`config.mk`:
```
export PLATFORM = sky130hd
export DESIGN_NAME = signed_varint_encoder_top
export DESIGN_NICKNAME = d
export VERILOG_FILES = /design/src/hw/rtl/svenc_pkg.sv /design/src/hw/rtl/signed_varint_encoder_top.sv /design/src/hw/rtl/svenc_serializer.sv
export SDC_FILE = /design/constraint.sdc
export NUM_CORES = 1
export LEC_CHECK = 0
export ABC_AREA = 1
export BUFFER_PORTS_ARGS = -buffer_cell sky130_fd_sc_hd__buf_2
export CORE_ASPECT_RATIO = 1.2
export CORE_MARGIN = 2
export CORE_UTILIZATION = 25
export CTS_BUF_LIST = sky130_fd_sc_hd__clkbuf_8
export DETAILED_ROUTE_END_ITERATION = 10
export GPL_TIMING_DRIVEN = 0
export MAX_ROUTING_LAYER = met4
export PLACE_DENSITY = 0.4
export SETUP_SLACK_MARGIN = 0.5
export SYNTH_ARGS = -nofsm -noshare
export SYNTH_HDL_FRONTEND = slang
export SYNTH_SLANG_ARGS = --single-unit
```
`constraint.sdc`:
```
create_clock -name clk -period 3.2 [get_ports clk]
set_clock_uncertainty 0.15 [all_clocks]
set_input_delay 0.64 -clock clk [delete_from_list [all_inputs] [get_ports clk]]
set_output_delay 0.64 -clock clk [all_outputs]
set_load 0.05 [all_outputs]
```
`src/hw/rtl/svenc_pkg.sv`:
```
// ----------------------------------------------------------------------------
// Signed varint encoder package
// Widths, group constants and the load record passed to the serializer.
// ----------------------------------------------------------------------------
`default_nettype none

package svenc_pkg;

	localparam int VALUE_W    = 32;
	localparam int FIRST_BITS = 6;
	localparam int NEXT_BITS  = 7;
	localparam int MAX_BYTES  = 5;
	localparam int SR_W       = NEXT_BITS * MAX_BYTES;
	localparam int CNT_W      = $clog2(MAX_BYTES + 1);

	localparam logic [CNT_W-1:0] LEN_1 = CNT_W'(1);
	localparam logic [CNT_W-1:0] LEN_2 = CNT_W'(2);
	localparam logic [CNT_W-1:0] LEN_3 = CNT_W'(3);
	localparam logic [CNT_W-1:0] LEN_4 = CNT_W'(4);
	localparam logic [CNT_W-1:0] LEN_5 = CNT_W'(5);

	// One encode job: sign, byte count and magnitude aligned to the top group
	typedef struct packed {
		logic             neg;
		logic [CNT_W-1:0] len;
		logic [SR_W-1:0]  aligned;
	} load_t;

endpackage

`default_nettype wire

```
`src/hw/rtl/signed_varint_encoder_top.sv`:
```
// ----------------------------------------------------------------------------
// Signed varint encoder, top level
// Encodes a signed 32-bit integer as 1 to 5 sign-magnitude varint bytes,
// most significant group first.
//
//   channel  dir  handshake              payload
//   in       in   in_valid / in_ready    value[31:0] signed
//   out      out  out_valid / out_ready  code_byte[7:0], last_byte
//
// A value is taken on load (magnitude and byte count are formed there),
// then one byte per cycle is shifted out of a 35-bit group shift register.
// A value of N bytes keeps the input closed until its groups are all out; the
// next value is taken while the last byte still waits in the output register.
// Back-pressure on out_ready holds the shift register and the input.
// Reset clears the control state only; no clearing pass is needed.
// ----------------------------------------------------------------------------
`default_nettype none

module signed_varint_encoder_top (
	input  wire logic        clk,
	input  wire logic        arst_n,
	input  wire logic        in_valid,
	output logic             in_ready,
	input  wire logic signed [svenc_pkg::VALUE_W-1:0] value,
	output logic             out_valid,
	input  wire logic        out_ready,
	output logic [7:0]       code_byte,
	output logic             last_byte
);
	import svenc_pkg::*;

	logic               busy;
	logic               load;
	logic               neg;
	logic [VALUE_W-1:0] mag;
	logic [SR_W-1:0]    mag_ext;
	load_t              ld;

	assign in_ready = !busy;
	assign load     = in_valid && in_ready;

	// Take the magnitude; the most negative value stays as unsigned 2^31
	assign neg     = value[VALUE_W-1];
	assign mag     = neg ? (VALUE_W'(0) - VALUE_W'(value)) : VALUE_W'(value);
	assign mag_ext = SR_W'(mag);

	// Count groups and align the top group to the head of the shift register
	always_comb begin
		ld.neg = neg;
		if (mag_ext[SR_W-1:FIRST_BITS + 3*NEXT_BITS] != '0) begin
			ld.len = LEN_5;
		end else if (mag_ext[SR_W-1:FIRST_BITS + 2*NEXT_BITS] != '0) begin
			ld.len = LEN_4;
		end else if (mag_ext[SR_W-1:FIRST_BITS + NEXT_BITS] != '0) begin
			ld.len = LEN_3;
		end else if (mag_ext[SR_W-1:FIRST_BITS] != '0) begin
			ld.len = LEN_2;
		end else begin
			ld.len = LEN_1;
		end
		case (ld.len)
			LEN_1:   ld.aligned = mag_ext << (4*NEXT_BITS);
			LEN_2:   ld.aligned = mag_ext << (3*NEXT_BITS);
			LEN_3:   ld.aligned = mag_ext << (2*NEXT_BITS);
			LEN_4:   ld.aligned = mag_ext << NEXT_BITS;
			default: ld.aligned = mag_ext;
		endcase
	end

	svenc_serializer u_ser (
		.clk       (clk),
		.arst_n    (arst_n),
		.load      (load),
		.ld        (ld),
		.busy      (busy),
		.out_valid (out_valid),
		.out_ready (out_ready),
		.code_byte (code_byte),
		.last_byte (last_byte)
	);

endmodule

`default_nettype wire

```
`src/hw/rtl/svenc_serializer.sv`:
```
// ----------------------------------------------------------------------------
// Signed varint byte serializer
// Shifts the aligned magnitude out one group per cycle (6 bits first, then 7)
// into a free output register, adding the sign and continuation bits.
// ----------------------------------------------------------------------------
`default_nettype none

module svenc_serializer (
	input  wire logic            clk,
	input  wire logic            arst_n,
	input  wire logic            load,
	input  wire svenc_pkg::load_t ld,
	output logic                 busy,
	output logic                 out_valid,
	input  wire logic            out_ready,
	output logic [7:0]           code_byte,
	output logic                 last_byte
);
	import svenc_pkg::*;

	logic [SR_W-1:0]  sr_q;
	logic             neg_q;
	logic             first_q;
	logic [CNT_W-1:0] left_q;
	logic             out_valid_q;
	logic [7:0]       byte_q;
	logic             last_q;
	logic             adv;
	logic             final_grp;
	logic [7:0]       next_byte;

	// Advance when groups remain and the output register is free
	assign adv       = (left_q != '0) && (!out_valid_q || out_ready);
	assign final_grp = (left_q == LEN_1);

	// Build the next byte from the top group of the shift register
	always_comb begin
		if (first_q) begin
			next_byte = {!final_grp, neg_q, sr_q[SR_W-2 -: FIRST_BITS]};
		end else begin
			next_byte = {!final_grp, sr_q[SR_W-1 -: NEXT_BITS]};
		end
	end

	// Control: group count, first flag, output valid
	always_ff @(posedge clk or negedge arst_n) begin
		if (!arst_n) begin
			left_q      <= '0;
			first_q     <= 1'b0;
			out_valid_q <= 1'b0;
		end else begin
			if (load) begin
				left_q  <= ld.len;
				first_q <= 1'b1;
			end else if (adv) begin
				left_q  <= left_q - LEN_1;
				first_q <= 1'b0;
			end
			if (adv) begin
				out_valid_q <= 1'b1;
			end else if (out_ready) begin
				out_valid_q <= 1'b0;
			end
		end
	end

	// Payload: shift register and output byte
	always_ff @(posedge clk) begin
		if (load) begin
			sr_q  <= ld.aligned;
			neg_q <= ld.neg;
		end else if (adv) begin
			sr_q <= {sr_q[SR_W-NEXT_BITS-1:0], {NEXT_BITS{1'b0}}};
		end
		if (adv) begin
			byte_q <= next_byte;
			last_q <= final_grp;
		end
	end

	assign busy      = (left_q != '0);
	assign out_valid = out_valid_q;
	assign code_byte = byte_q;
	assign last_byte = last_q;

endmodule

`default_nettype wire

```
# Word level (Yosys, flattened, before mapping)
# Index checks and enable logic that the tools add are counted.
[totals]
ff_bits = 50
in_bits = 36
output_inout_bits = 11
wordCells = 42
[op_classes]
addsub = 2
eq_ne = 5
n_mux = 15
n_reduce_logical = 13
[op_table]
columns = ["op", "count"]
rows = [
  ["35-bit one-hot mux with 4 select lines", 1],
  ["35-bit two-way mux", 2],
  ["32-bit two-way mux", 1],
  ["1-bit by 32-bit subtractor with 32-bit output (first input constant)", 1],
  ["29-bit nonzero test", 1],
  ["22-bit nonzero test", 1],
  ["15-bit nonzero test", 1],
  ["3-bit two-way mux", 4],
  ["8-bit nonzero test", 1],
  ["7-bit two-way mux", 1],
  ["3-bit by 1-bit == test with 1-bit output (second input constant)", 2],
  ["3-bit by 2-bit == test with 1-bit output (second input constant)", 2],
  ["1-bit two-way mux", 4],
  ["2-bit two-way mux", 2],
  ["2-bit nonzero test", 2],
  ["3-bit == test (second input constant)", 1],
  ["1-bit zero test", 3],
  ["3-bit nonzero test", 1],
  ["3-bit by 1-bit subtractor with 3-bit output (second input constant)", 1],
  ["1-bit logical AND", 2],
  ["1-bit logical OR", 1],
]

# Logic depth before layout (Yosys ltp)
[logic_depth]
depth_word = 10
mapped_depth = 21
mapped_depth_nobuf = 21

# By module
# Synthesis repeated with hierarchy kept, for this count alone.
[hier_totals]
hier_cells = 633
area_unflattened_um2 = 4267.8
[modules_own_cells]
columns = ["module", "instances", "cells_each", "area_each_um2", "seq_area_each_um2"]
rows = [
  ["signed_varint_encoder_top", 1, 439, 2163.3, 0.0],
  ["svenc_serializer", 1, 194, 2104.5, 1476.4],
]

# Least setup slack after synthesis
# Ideal clock, no wire load.
[synth_timing]
path_kind = "in2reg"
startpoint = "input port value[0] (netlist name)"
endpoint = "register u_ser.sr_q[30], data pin"
setup_time_ps = 256
t_arrival_ps = 2470
t_required_ps = 2794
slack_ps = 324
stages = 20
path_buffers = 1
path_cell_list = "inv_2 ha_1 nand3_4 nor2_8 nand2_2 nand2_2 nand3_1 nand2_1 nand2_2 nor2_1 nand2_1 nor2_2 nand3_4 nand2_4 nand2_4 buf_8 nand3_2 nand3_1 nand2_1 nand2_1"
[synth_between]
elab_chain_cells = 10
elab_cells_between_ends = 16
classes_between = "1 x add/sub; 4 x eq/ne; 7 x mux; 4 x reduce/logical"
[synth_lines]
columns = ["element", "line", "rtl"]
rows = [
  ["start, declared", "signed_varint_encoder_top.sv:24", "input wire logic signed [svenc_pkg::VALUE_W-1:0] value,"],
  ["1-bit by 32-bit subtractor with 32-bit output (*)", "signed_varint_encoder_top.sv:44", "assign mag = neg ? (VALUE_W'(0) - VALUE_W'(value)) : VALUE_W'(value);"],
  ["32-bit two-way mux (*)", "signed_varint_encoder_top.sv:44", ""],
  ["29-bit nonzero test", "signed_varint_encoder_top.sv:56", "end else if (mag_ext[SR_W-1:FIRST_BITS] != '0) begin"],
  ["2-bit two-way mux", "signed_varint_encoder_top.sv:56", ""],
  ["2-bit two-way mux", "signed_varint_encoder_top.sv:54", "end else if (mag_ext[SR_W-1:FIRST_BITS + NEXT_BITS] != '0) begin"],
  ["3-bit two-way mux", "signed_varint_encoder_top.sv:52", "end else if (mag_ext[SR_W-1:FIRST_BITS + 2*NEXT_BITS] != '0) begin"],
  ["3-bit two-way mux", "signed_varint_encoder_top.sv:50", "if (mag_ext[SR_W-1:FIRST_BITS + 3*NEXT_BITS] != '0) begin"],
  ["3-bit == test (tied with other cells)", "signed_varint_encoder_top.sv:61", "case (ld.len)"],
  ["35-bit one-hot mux with 4 select lines (*)", "signed_varint_encoder_top.sv:61", ""],
  ["35-bit two-way mux (*)", "svenc_serializer.sv:69", "if (load) begin"],
  ["end signal, assigned", "svenc_serializer.sv:70", "sr_q <= ld.aligned;"],
  ["end signal, assigned", "svenc_serializer.sv:73", "sr_q <= {sr_q[SR_W-NEXT_BITS-1:0], {NEXT_BITS{1'b0}}};"],
  ["end, declared", "svenc_serializer.sv:21", "logic [SR_W-1:0] sr_q;"],
]
# Mark *: on every way between the ends. The rest lies on a longest branch, timed or not.
# A chain may end at the register's enable or synchronous reset.

# Worst setup path after layout
[layout_timing]
startpoint = "input port value[0] (netlist name)"
endpoint = "register u_ser.sr_q[26], data pin"
# The elaborated chain is that of the path after synthesis.

==> impl_metrics.env <==
export IMPL_finalCritPeriodShare=0.872
export IMPL_cp_max_fo=7
export IMPL_utilization=0.359
export IMPL_syn_nets=638
export IMPL_dr_first_iter_drc_count=173
export IMPL_design_core_area_um2=16900
export IMPL_rr_startpoint="u_ser.left_q[0]"
export IMPL_antenna_left=0
export IMPL_setup_viol=0
export IMPL_relSlewSlack=0.348
export IMPL_slowest_stage="nand4_1"
export IMPL_arrival_ns=2.71
export IMPL_avgSynthCellArea_um2=7.18
export IMPL_end_kind="flip-flop"
export IMPL_grt_pass1_wl_um=23700
export IMPL_cp_cell_sequence="buf_12 -> inv_16 -> ha_4 -> nand3_4 -> nor2_8 -> nand4_1 -> nand3_2 -> nand2_2 -> nor2_4 -> nand2_4 -> nor2_4 -> nand3_4 -> nand2_4 -> nand2_8 -> buf_8 -> nand3_2 -> nand3_2 -> nand2_2 -> nand2_1"
export IMPL_fillers=1810
export IMPL_grt_setup_unrepaired="true"
export IMPL_antenna_found_initial=0
export IMPL_hp_class="flip-flop to flip-flop"
export IMPL_crit_required_ns=3.12
export IMPL_route_detailed_drc=0
export IMPL_firstDrtPassIters=4
export IMPL_cts_sinks=50
export IMPL_finalPower_mw=2.95
export IMPL_cp_slowest_stage_delay_ns=0.18
export IMPL_cts_tree="yes"
export IMPL_maxSlewViolCount=0
export IMPL_routedWlPerCell_um=16.6
export IMPL_yosysUniqueCellTypes=41
export IMPL_path_delay_family="simple AND/OR/NAND/NOR gates"
export IMPL_min_period_ns=2.79
export IMPL_p_leak_nw=2.66
export IMPL_ys_warn_count=0
export IMPL_clock_fmax_mhz=358
export IMPL_synth_seq_cells=50
export IMPL_critPathBufInv=3
export IMPL_dp_cells=861
export IMPL_clk_pin_slew_ns=0.10
export IMPL_fp_dieH_um=148
export IMPL_clk_latency_ns=0.32
export IMPL_max_vdd_ir_drop_uv=211
export IMPL_switching_share=0.415
export IMPL_rows=52
export IMPL_vias=4221
export IMPL_p_sw_mw=1.22
export IMPL_startpoint="value[0]"
export IMPL_synth_cells=598
export IMPL_gp_congestion=0.936
export IMPL_clockBufferDepth=2
export IMPL_grt_remaining_overflow=0
export IMPL_clockPowerShare=0.133
export IMPL_timing_max_cap_violations=0
export IMPL_viasPerCell=4.62
export IMPL_fin_nets=737
export IMPL_start_util=0.255
export IMPL_place_hpwl_um=11500
export IMPL_grt_pass1_vias=4247
export IMPL_routed_wl_um=15200
export IMPL_yosysSeqAreaShare=0.344
export IMPL_root_buffer="clkbuf_8"
export IMPL_port_buffers=46
export IMPL_ioPinCount=47
export IMPL_hp_start="u_ser.sr_q[33]"
export IMPL_outcome="finished clean"
export IMPL_synth_top_area_frac=0.315
export IMPL_antenna_cells=0
export IMPL_grt_max_degree=34
export IMPL_cts_inserted_buffers=5
export IMPL_dieWidth_um=124
export IMPL_cp_start_kind="primary input"
export IMPL_synth_area_leaders="edfxtp_1, nand2_1, inv_1"
export IMPL_p_int_mw=1.72
export IMPL_power_density_nw_per_um2=488
export IMPL_hold_viol_final=0
export IMPL_die_area_um2=18200
export IMPL_final_cells=914
export IMPL_htree_num_levels=2
export IMPL_synth_cell_area_um2=4290
export IMPL_drive_above_1_share=0.447
export IMPL_gr_usage_all_layers=0.177
export IMPL_syn_to_final_growth_pct=40.9
export IMPL_path_common_cell="nand3_2"
export IMPL_p_seq_frac=0.418
export IMPL_p_comb_frac=0.448
export IMPL_yosysTopAreaCell="edfxtp_1"
export IMPL_crit_type="primary input to flip-flop"
export IMPL_worst_slew_pin_slew_ns=0.975
[Yosys cell counts (all sizes together)]
cell     count
nor2        70
xnor2        1
nand4        6
dfrtp        5
a22o         1
nor3         3
a221oi       1
xor2         5
o21ai       32
nand3b       5
inv         81
a21oi       14
clkinv       4
edfxtp      45
a2bb2oi      2
clkbuf       4
or2          1
buf         13
o211ai       3
and2         3
ha           4
a31oi        2
o221ai       3
o22ai        2
nand3       74
nand2      213
mux2i        1
[registers in the layout, summed over array words and instances (netlist names)]
name / cells
u_ser.left_q: 3
u_ser.out_valid: 1
u_ser.sr_q: 35
u_ser.first_q: 1
u_ser.neg_q: 1
u_ser.code_byte: 8
u_ser.last_byte: 1
[power by group through the flow]
stage	logic, mW	clock network, mW	registers, mW
floorplan	0.637	0	1.42
global placement	1.15	0	1.25
detailed placement	1.19	0	1.25
CTS	1.27	0.409	1.23
global route	1.45	0.433	1.27
finish	1.32	0.393	1.23
[per-layer routing]
metal / global-route usage / up-vias / part of all wire
met2: 0.294 / 83 / 0.52
li1: - / 2127 / -
met4: 0.0489 / 0 / 0.015
met5: - / - / 0
met1: 0.223 / 1997 / 0.43
met3: 0.0239 / 14 / 0.038
[worst reg2reg max path: stages (launching register included)]
cell,delay (ns)
dfrtp_1,0.36
inv_1,0.08
ha_1,0.21
nand2_1,0.09
inv_1,0.07
nand2_1,0.35
clkbuf_1,0.62
a31oi_1,0.15
nand2_2,0.14
nand2_1,0.06
[kinds of logic after synthesis]
| kind of cell | synth area share |
|---|---|
| and+or+nand+nor | 0.443 |
| buffers and inverters | 0.101 |
| AOI/OAI and AO/OA | 0.0851 |
| DFF | 0.344 |
| xor gates and xnor gates | 0.0122 |
| adders and majority gates | 0.0117 |
| muxes | 0.00233 |
[path summary, 6_finish.rpt]
kind,endpoint,slack [ns],cells past startpoint
worst max-delay path,u_ser.sr_q[26],0.41,19
worst max register to register,u_ser.sr_q[26],0.67,9
min in group asynchronous,u_ser.left_q[1],0.51,2
worst min register to register,u_ser.code_byte[5],0.27,0
worst min-delay path,u_ser.code_byte[5],0.27,0
max in group asynchronous,u_ser.first_q,2.24,2
[repair_timing]
action,CTS,global route
hold buffers,1,0
resized for setup,107,85
cloned,2,0
setup buffers,29,13
pin swaps,32,55
endpoints found under the setup margin,35,36
hold endpoints to repair,5,0
[area by class of cell]
| class | instances | area, µm² | share of cell area |
|---|---|---|---|
| clock buffer | 5 | 68.8 | 0.0114 |
| buffer | 17 | 165 | 0.0273 |
| inverter | 85 | 364 | 0.0602 |
| sequential | 50 | 1480 | 0.244 |
| multi-input combinational | 446 | 2980 | 0.492 |
| tap | 216 | 270 | 0.0447 |
| timing repair buffer | 92 | 701 | 0.116 |
| clock inverter | 3 | 25.0 | 0.00414 |
[through the flow]
| stage | cell area (µm²) | hold WS, ns | setup TNS (ns) | setup slack, ns |
|---|---|---|---|---|
| 2_1_floorplan | 4340 | 0.194 | 0 | 0.453 |
| 3_3_place_gp | 4840 | 0.253 | -6.19 | -0.311 |
| 3_5_place_dp | 4870 | 0.256 | -6.15 | -0.304 |
| 4_1_cts | 5640 | 0.275 | 0 | 0.397 |
| 5_1_grt | 6050 | 0.277 | 0 | 0.307 |
| 6_report | 6050 | 0.269 | 0 | 0.408 |
[cell usage in the layout (no fill, tap or decap), drive strengths merged, types with 6 or more instances in the layout]
master	n
nand2	213
nor2	70
nand4	6
o21ai	32
buf	104
nand3	74
a21oi	14
edfxtp	45
inv	83
clkbuf	9
No activity file was read; power rests on OpenSTA's default activity.
